File: src/hdl/uart_register_frame_sequencer_top_defines.svh
// assertion macros shared by the uart register frame sequencer rtl
// no dependencies; included by files that carry concurrent checks
`ifndef UART_REGISTER_FRAME_SEQUENCER_TOP_DEFINES_SVH
`define UART_REGISTER_FRAME_SEQUENCER_TOP_DEFINES_SVH

`ifndef SYNTHESIS

`define URFS_ASSERT_IMPL(label, clk, rstn, ante, cons) \
    label: assert property (@(posedge clk) disable iff (!(rstn)) (ante) |-> (cons)) \
        else $error("urfs check failed");

`define URFS_ASSERT_NEXT(label, clk, rstn, ante, cons) \
    label: assert property (@(posedge clk) disable iff (!(rstn)) (ante) |=> (cons)) \
        else $error("urfs check failed");

`else

`define URFS_ASSERT_IMPL(label, clk, rstn, ante, cons)

`define URFS_ASSERT_NEXT(label, clk, rstn, ante, cons)

`endif

`endif

File: src/hdl/urfs_pkg.sv
// types, frame constants and step tables for the uart register frame sequencer
// no dependencies
package urfs_pkg;

    localparam int unsigned STEP_W  = 5;
    localparam int unsigned BYTE_W  = 8;
    localparam int unsigned ADDR_W  = 16;
    localparam int unsigned DATA_W  = 24;
    localparam int unsigned KIND_W  = 3;
    localparam int unsigned S_TDATA_W = 48;
    localparam int unsigned M_TDATA_W = 16;

    localparam logic [BYTE_W-1:0] CMD_WRITE = 8'hCA;
    localparam logic [BYTE_W-1:0] CMD_READ  = 8'h35;
    localparam logic [BYTE_W-1:0] BYTE_MASK = 8'hFF;

    localparam logic [STEP_W-1:0] FINAL_WRITE8  = 5'h0E;
    localparam logic [STEP_W-1:0] FINAL_WRITE16 = 5'h0F;
    localparam logic [STEP_W-1:0] FINAL_WRITE24 = 5'h11;
    localparam logic [STEP_W-1:0] FINAL_READ8   = 5'h0D;
    localparam logic [STEP_W-1:0] FINAL_READ16  = 5'h10;
    localparam logic [STEP_W-1:0] FINAL_READ24  = 5'h13;

    localparam logic [STEP_W-1:0] LAST_WRITE8  = 5'd6;
    localparam logic [STEP_W-1:0] LAST_WRITE16 = 5'd8;
    localparam logic [STEP_W-1:0] LAST_WRITE24 = 5'd10;
    localparam logic [STEP_W-1:0] LAST_READ    = 5'd4;

    typedef enum logic [KIND_W-1:0] {
        KIND_WRITE8  = 3'd0,
        KIND_WRITE16 = 3'd1,
        KIND_WRITE24 = 3'd2,
        KIND_READ8   = 3'd3,
        KIND_READ16  = 3'd4,
        KIND_READ24  = 3'd5
    } kind_t;

    typedef struct packed {
        logic                tx_ready;
        logic [DATA_W-1:0]   write_data;
        logic [ADDR_W-1:0]   reg_address;
        logic [KIND_W-1:0]   action;
    } item_t;

    typedef struct packed {
        logic                frame_ok;
        logic                frame_done;
        logic [BYTE_W-1:0]   tx_byte;
        logic                tx_valid;
    } result_t;

    typedef struct packed {
        logic load;
        logic advance;
    } stage_ctl_t;

    function automatic logic [STEP_W-1:0] last_byte_step(input logic [KIND_W-1:0] kind);
        logic [STEP_W-1:0] r;
        unique case (kind)
            KIND_WRITE8:  r = LAST_WRITE8;
            KIND_WRITE16: r = LAST_WRITE16;
            KIND_WRITE24: r = LAST_WRITE24;
            default:      r = LAST_READ;
        endcase
        return r;
    endfunction

    function automatic logic [STEP_W-1:0] final_step(input logic [KIND_W-1:0] kind);
        logic [STEP_W-1:0] r;
        unique case (kind)
            KIND_WRITE8:  r = FINAL_WRITE8;
            KIND_WRITE16: r = FINAL_WRITE16;
            KIND_WRITE24: r = FINAL_WRITE24;
            KIND_READ8:   r = FINAL_READ8;
            KIND_READ16:  r = FINAL_READ16;
            default:      r = FINAL_READ24;
        endcase
        return r;
    endfunction

endpackage

File: src/hdl/urfs_step.sv
// step counter, ok flag and frame byte select for one tick
// depends on urfs_pkg and the shared assertion macros
`include "uart_register_frame_sequencer_top_defines.svh"

module urfs_step (
    input  logic             aclk,
    input  logic             aresetn,
    input  logic             fire,
    input  urfs_pkg::item_t  item,
    output urfs_pkg::result_t res
);
    import urfs_pkg::*;

    logic [STEP_W-1:0] step_count_reg, step_count_next;
    logic              sent_ok_reg, sent_ok_next;
    logic [STEP_W-1:0] last_step;
    logic [STEP_W-1:0] done_step;
    logic [BYTE_W-1:0] frame_byte;
    logic              is_write;
    logic              kind_ok;

    assign kind_ok   = item.action <= KIND_READ24;
    assign is_write  = item.action < KIND_READ8;
    assign last_step = last_byte_step(item.action);
    assign done_step = final_step(item.action);

    always_comb begin
        unique case (step_count_reg[STEP_W-1:1])
            4'd0:    frame_byte = is_write ? CMD_WRITE : CMD_READ;
            4'd1:    frame_byte = item.reg_address[15:8];
            4'd2:    frame_byte = item.reg_address[7:0] & BYTE_MASK;
            4'd3:    frame_byte = item.write_data[7:0];
            4'd4:    frame_byte = item.write_data[15:8];
            default: frame_byte = item.write_data[23:16];
        endcase
    end

    always_comb begin
        step_count_next = step_count_reg;
        sent_ok_next    = sent_ok_reg;
        res             = '0;
        if (kind_ok) begin
            priority if (step_count_reg == done_step) begin
                step_count_next = '0;
                res.frame_done  = 1'b1;
                res.frame_ok    = (item.action == KIND_WRITE16 || item.action == KIND_WRITE24)
                                  ? 1'b1 : sent_ok_reg;
            end else if (!step_count_reg[0] && step_count_reg <= last_step) begin
                priority if (item.tx_ready) begin
                    res.tx_valid    = 1'b1;
                    res.tx_byte     = frame_byte;
                    if (step_count_reg == last_step) begin
                        sent_ok_next = 1'b1;
                    end
                    step_count_next = step_count_reg + 1'b1;
                end else if (step_count_reg == last_step) begin
                    if (!is_write) begin
                        sent_ok_next = 1'b0;
                    end
                end else begin
                    sent_ok_next    = 1'b0;
                    step_count_next = last_step + 1'b1;
                end
            end else begin
                step_count_next = step_count_reg + 1'b1;
            end
        end
    end

    always_ff @(posedge aclk) begin
        if (!aresetn) begin
            step_count_reg <= '0;
            sent_ok_reg    <= 1'b1;
        end else if (fire) begin
            step_count_reg <= step_count_next;
            sent_ok_reg    <= sent_ok_next;
        end
    end

    `URFS_ASSERT_NEXT(a_done_restarts, aclk, aresetn, fire && res.frame_done, step_count_reg == '0)
    `URFS_ASSERT_NEXT(a_idle_holds, aclk, aresetn, !fire,
        $stable(step_count_reg) && $stable(sent_ok_reg))
    `URFS_ASSERT_IMPL(a_byte_or_done, aclk, aresetn, res.tx_valid, !res.frame_done)
    `URFS_ASSERT_IMPL(a_byte_on_even, aclk, aresetn, res.tx_valid, !step_count_reg[0])

endmodule

File: src/hdl/urfs_out_reg.sv
// result register feeding the master side of the stream
// depends on urfs_pkg
module urfs_out_reg (
    input  logic                         aclk,
    input  logic                         aresetn,
    input  logic                         load,
    input  urfs_pkg::result_t            res,
    output logic                         advance,
    output logic                         m_tvalid,
    input  logic                         m_tready,
    output logic [urfs_pkg::M_TDATA_W-1:0] m_tdata,
    output logic                         m_tlast
);
    import urfs_pkg::*;

    logic    out_valid_reg;
    result_t out_res_reg;

    assign advance  = !out_valid_reg || m_tready;
    assign m_tvalid = out_valid_reg;
    assign m_tdata  = {6'd0, out_res_reg.frame_ok, out_res_reg.tx_byte, out_res_reg.tx_valid};
    assign m_tlast  = out_res_reg.frame_done;

    always_ff @(posedge aclk) begin
        if (!aresetn) begin
            out_valid_reg <= 1'b0;
        end else if (advance) begin
            out_valid_reg <= load;
        end
    end

    always_ff @(posedge aclk) begin
        if (advance && load) begin
            out_res_reg <= res;
        end
    end

endmodule

File: src/hdl/uart_register_frame_sequencer_top.sv
// Frame sequencer for register access over a uart link. Each request on the
// slave side is one tick and yields exactly one result request on the master
// side, in order. The block takes one request every cycle while the master
// side keeps up. A request first waits in the input register, then the
// one-step state update fills the result register, which presents the result
// on the master side; a master-side stall holds both. The step counter and ok
// flag advance once per tick, which sets the one-tick-per-cycle rate while
// the master side keeps up.
// depends on urfs_pkg, urfs_step and urfs_out_reg
module uart_register_frame_sequencer_top (
    input  logic                          aclk,
    input  logic                          aresetn,
    input  logic                          s_tvalid,
    output logic                          s_tready,
    // action[2:0], reg_address[18:3], write_data[42:19], tx_ready[43], zero pad
    input  logic [urfs_pkg::S_TDATA_W-1:0] s_tdata,
    output logic                          m_tvalid,
    input  logic                          m_tready,
    // tx_valid[0], tx_byte[8:1], frame_ok[9], zero pad
    output logic [urfs_pkg::M_TDATA_W-1:0] m_tdata,
    // frame_done
    output logic                          m_tlast
);
    import urfs_pkg::*;

    logic       in_valid_reg;
    item_t      in_item_reg;
    stage_ctl_t ctl;
    result_t    step_res;

    assign ctl.load = in_valid_reg;
    assign s_tready = !in_valid_reg || ctl.advance;

    always_ff @(posedge aclk) begin
        if (!aresetn) begin
            in_valid_reg <= 1'b0;
        end else if (s_tready) begin
            in_valid_reg <= s_tvalid;
        end
    end

    always_ff @(posedge aclk) begin
        if (s_tready && s_tvalid) begin
            in_item_reg <= item_t'(s_tdata[$bits(item_t)-1:0]);
        end
    end

    urfs_step u_step (
        .aclk    (aclk),
        .aresetn (aresetn),
        .fire    (ctl.load && ctl.advance),
        .item    (in_item_reg),
        .res     (step_res)
    );

    urfs_out_reg u_out (
        .aclk     (aclk),
        .aresetn  (aresetn),
        .load     (ctl.load),
        .res      (step_res),
        .advance  (ctl.advance),
        .m_tvalid (m_tvalid),
        .m_tready (m_tready),
        .m_tdata  (m_tdata),
        .m_tlast  (m_tlast)
    );

endmodule

File: config.mk
export PLATFORM = sky130hd
export DESIGN_NAME = uart_register_frame_sequencer_top
export DESIGN_NICKNAME = d
export VERILOG_FILES = /design/src/hdl/urfs_pkg.sv /design/src/hdl/urfs_step.sv /design/src/hdl/urfs_out_reg.sv /design/src/hdl/uart_register_frame_sequencer_top.sv
export VERILOG_INCLUDE_DIRS = /design/src /design/src/hdl
export SDC_FILE = /design/constraint.sdc
export NUM_CORES = 1
export LEC_CHECK = 0
export ABC_AREA = 1
export CAP_MARGIN = 40
export CORE_MARGIN = 3
export CORE_UTILIZATION = 48
export DETAILED_ROUTE_END_ITERATION = 12
export DONT_BUFFER_PORTS = 1
export PLACE_DENSITY_LB_ADDON = 0.1
export SYNTH_ARGS = -nofsm -noshare
export SYNTH_HDL_FRONTEND = slang
export SYNTH_SLANG_ARGS = --single-unit
File: constraint.sdc
create_clock -name aclk -period 2.1 [get_ports aclk]
set_clock_uncertainty 0.1 [all_clocks]
set_input_delay 0.21 -clock aclk [delete_from_list [all_inputs] [get_ports aclk]]
set_output_delay 0.21 -clock aclk [all_outputs]
set_load 0.1 [all_outputs]
# Yosys cells after proc, flatten, opt, wreduce, memory -nomap -nowiden
# Index checks and enable logic that the tools add are counted.
# totals
regBits	63
input_bits	52
output_inout_bits	19
elab_cells	65
# op_classes
addsub	2
magnitude_cmp	3
n_eq_ne	13
mux	15
n_bitwise	4
n_reduce_logical	16
# op_table
cell	count
one-hot mux 8 bit (5 select lines)	1
one-hot mux 5 bit (5 select lines)	1
2-to-1 mux 5 bit	4
one-hot mux 4 bit (3 select lines)	1
== test 4 x 2 -> 1 bit (second input constant)	2
2-to-1 mux 8 bit	1
2-to-1 mux 1 bit	7
== test 3 x 2 -> 1 bit (second input constant)	2
AND reduction 6 bit	1
adder 4 x 1 -> 5 bit (second input constant)	1
adder 5 x 1 -> 5 bit (second input constant)	1
== test 5 x 4 -> 1 bit	1
== test 5 bit	1
less-or-equal comparator 5 x 4 -> 1 bit	1
== test 4 x 1 -> 1 bit (second input constant)	1
== test 4 x 3 -> 1 bit (second input constant)	1
zero test 4 bit	1
inequality test 4 x 3 -> 1 bit (second input constant)	1
inverter 1 bit	4
OR reduction 4 bit	1
== test 3 x 1 -> 1 bit (second input constant)	1
== test 3 bit (second input constant)	1
less-or-equal comparator 3 bit (second input constant)	1
logical AND 1 bit	3
other kinds (9)	13

# Depth between registers and ports, before layout
# depth
depth_word	7
depth_mapped	14
ltp_nobuf	14

# Cells and area by module
# A second synthesis with hierarchy kept.
# unflattened
hier_cells	287
hier_area_um2	2995.4
# by_module_without_submodules
mod	instances	cells_per_inst	area_each_um2	seq_area_each_um2
uart_register_frame_sequencer_top	1	53	1380.1	1341.3
urfs_step	1	209	1184.9	120.1
urfs_out_reg	1	25	430.4	350.3

# Worst setup path before layout
# OpenSTA, ideal clock, no wires.
# synth_timing
path_kind	register -> register
startpoint	register u_out.out_valid_reg, in the netlist u_out.m_tvalid
endpoint	register in_item_reg[0] (netlist bit), enable pin
setup_time_ns	0.455
arrival_time_ns	2.844
required_time_ns	1.545
slack_ns	-1.299
path_stages_with_launch	4
path_buffers	0
synth_period_minus_slack_ns	3.399
cell_sequence	dfxtp_1 nand3_1 nand2_1 inv_1
# synth_via
elab_chain_len	4
# synth_lines
item	line_no	rtl
from (decl)	urfs_out_reg.sv:16	logic out_valid_reg;
from (signal assigned)	urfs_out_reg.sv:28	out_valid_reg <= load;
zero test 1 bit	urfs_out_reg.sv:19	assign advance = !out_valid_reg || m_tready;
logical OR 1 bit	urfs_out_reg.sv:19	
logical OR 1 bit	uart_register_frame_sequencer_top.sv:32	assign s_tready = !in_valid_reg || ctl.advance;
net s_tready	uart_register_frame_sequencer_top.sv:14	output logic s_tready,
logical AND 1 bit	uart_register_frame_sequencer_top.sv:43	if (s_tready && s_tvalid) begin
to (signal assigned)	uart_register_frame_sequencer_top.sv:44	in_item_reg <= item_t'(s_tdata[$bits(item_t)-1:0]);
to (decl)	uart_register_frame_sequencer_top.sv:27	item_t in_item_reg;
# The timed path passes the listed nets, and every way through them passes these cells.
# A chain may end at the register's enable or synchronous reset.

# Worst setup path in the final report
# layout_timing
startpoint	register in_item_reg[1] (netlist bit)
endpoint	register u_out.out_res_reg, in the netlist u_out.m_tdata[3], data pin
# layout_via
elab_chain_len	6
word_cells_on_any_way	17
classes_between	3 x order compare; 5 x eq/ne; 4 x mux; 2 x bitwise; 3 x reduce/logical
# layout_lines
item	line_no	rtl
== test 3 x 2 -> 1 bit, or another cell as far along	urfs_pkg.sv:59, urfs_pkg.sv:70	
one-hot mux 4 bit (3 select lines)	urfs_pkg.sv:59	unique case (kind)
less-or-equal comparator 5 x 4 -> 1 bit	urfs_step.sv:48	end else if (!step_count_reg[0] && step_count_reg <= last_step) begin
logical AND 1 bit	urfs_step.sv:48	
inverter 1 bit (no source line)	--	
OR reduction 4 bit (no source line)	--	
to (signal assigned)	urfs_out_reg.sv:34	out_res_reg <= res;
to (decl)	urfs_out_reg.sv:17	result_t out_res_reg;
# Several ways; a longest one is shown, not always the timed one.

==> metrics <==
number of vias per cell=5.03; initial core utilization=50.6%; Die Width=83.1 um; Worst-path clk slew=70 ps; Buffers on Ports=0; Max rail drop VDD=0.000864 V; fin crit share=99.7%; htree depth=3; slowest CP cell=edfxtp_1; routability congestion estimate=0.890; critical path's largest stage delay=420 ps; max-cap violation count=0; drt drc=0; WL met3=441 um; cts bufs inserted=9; final cell count without fillers=441; synthesized area per cell=10.4 um^2; cell count after synthesis=275; CP Launch Type=flop; GRT Total Usage=18.9%; sequential cell area=1820 um^2; Peak Freq=477 MHz; placed insts=370; Die Area=6910 um^2; I/O pin count=71; Slew Limit Headroom=64.3%; GR Overflow Total=0; Setup Crit Path Kind=flop to flop; nets=420; # diodes=0; final total power=3.15 mW; max reg flops=44; M1 WL=2.71 mm; row cnt=27; area delta synth->final=39.6%; Slew Viols, Final=0; flops & latches, synth=63; initial drt markers=129; Arr. time, crit path=2180 ps; clk_lat worst skew=340 ps; Tmin final=2090 ps; Data required, critical path=2190 ps; initial antenna violation count=0; Setup violations, final=0; Final ANT Viol Nets=0; share of cells above drive strength 1=24.7%; vias in the first global route=2,103; most frequent CP cell=inv_2; unrepaired setup endpoints after global routing=yes; Filler cells=406; Clock Path Buffers=2; Core Area=5640 um^2; detail-routed net length per standard cell=14.6 um; pre-CTS setup slack=-62.1 ps; area of the multi-input gates=1030 um^2; Pre-Repair DR Iteration Count=4; CP endpoint kind=flop; leading cell type in the layout, fill and taps excluded=nand2_1; met2 routed WL=3.12 mm; top post-synthesis cells by area=edfxtp_1, nand2_1, dfxtp_1, inv_1, nand3_1; Worst Hold Class=input pin to flop; Max FO, Critical Path=6; fin worst setup slack=5.63 ps; sequential area share after synthesis=63.4%; Tightest Pin Transition=536 ps; routed vias=2,217; status=complete, no violations; clock sinks=63; Die Y=83.1 um; pwr/cell area=791 nW/um^2; largest net degree at the start of global routing=45; Synthesis Warnings=0; Root Driver=clkbuf_8; most frequent cells in the layout=nand2_1, edfxtp_1, dlygate4sd3_1, buf_4, inv_1; distinct cell type count after synthesis=27; DR top layer=met4; Final Hold Vio Count=0; post-synth top area cell=edfxtp_1; synthesized cell area=2860 um^2; TritonCTS clock tree=yes; DP HPWL=3.94 mm; first-pass GRT wire length=10.1 mm; Detailed Route WL=6.42 mm; cells along the critical path=a21oi_2 > inv_2 > nor2_4 > inv_2 > ha_4 > nand2_2 > inv_2 > nand3_4 > nand2_4 > buf_12 > nand4_4 > a21oi_2; Leak=1.62 nW; post-synth top area share=57.8%
Yosys cell counts, drive strengths merged:
cell and count:
inv 33, o2bb2ai 1, nor3 5, o21ai 13
a21oi 16, nand2 79, ha 4, nor2 19
xor2 3, dfxtp 8, nand4 11, o21a 1
or2 1, nand3 17, buf 7, edfxtp 55
conb 1, o21bai 1
report_power, final:
group | leakage, nW | total [mW] | internal (mW) | switching (mW)
clock | 0.0956 | 1.03 | 0.549 | 0.485
sequential | 0.602 | 1.49 | 1.45 | 0.0443
combinational | 0.924 | 0.629 | 0.228 | 0.401
total | 1.62 | 3.15 | 2.22 | 0.931
cell families after synthesis:
logic type / after synthesis / share of synthesized area, %
AO/OA/AOI/OAI: 32 / 6.04
XOR/XNOR: 3 / 0.920
adder cells (fa/ha/maj): 4 / 1.75
buffers and inverters: 40 / 6.18
flip-flops: 63 / 63.4
other: 1 / 0.131
AND/OR/NAND/NOR: 132 / 21.6
worst max-delay path: cells and delay by family, from the launching register on:
family | cells | cell delay (ps)
simple gates | 5 | 480
flops | 1 | 420
compound gates | 2 | 350
buf+inv | 4 | 310
fa+ha+maj | 1 | 270
per-stage QoR:
step	cell area, um^2	hold WS, ps	setup TNS, ps	utilization [%]
after global routing	3990	35.2	-1300	70.7
after global placement	3150	198	-278	55.9
after CTS	3830	-155	-2.86	67.9
after floorplan	2930	195	-3890	-
final	3990	39.4	0	70.7
after detailed placement	3150	200	-576	55.9
path summary, 6_finish.rpt:
kind	startpoint	end	slack, ps	cells after the start
setup / recovery	in_item_reg[1]	u_out.m_tdata[3]	6	12
hold / removal	aresetn	in_valid_reg	40	2
setup reg to reg	in_item_reg[1]	u_out.m_tdata[3]	6	12
hold reg to reg	u_step.sent_ok_reg	u_step.sent_ok_reg	390	2
layer usage:
layer	vias up	track usage, %
met5	-	0
met4	0	7.88
met3	15	7.04
met2	84	30.7
met1	1008	22.6
li1	1110	-
final cells by class:
class                           count  area share, %
Inverter                           33           3.20
Multi-Input combinational cell    178           25.8
Clock buffer                        9           3.11
Clock inverter                      7           1.82
Tap cell                           72           2.26
Timing Repair Buffer               79           18.2
Sequential cell                    63           45.5
timing repair:
action | CTS | global route
setup endpoints to repair | 12 | 15
gates resized for setup | 3 | 22
hold buffers | 46 | 1
endpoints found under the hold margin | 48 | 2
gates cloned | 1 | 0
pin swaps | 0 | 13
buffers inserted | 0 | 7
Note: power is estimated with default switching activity, not from simulation.
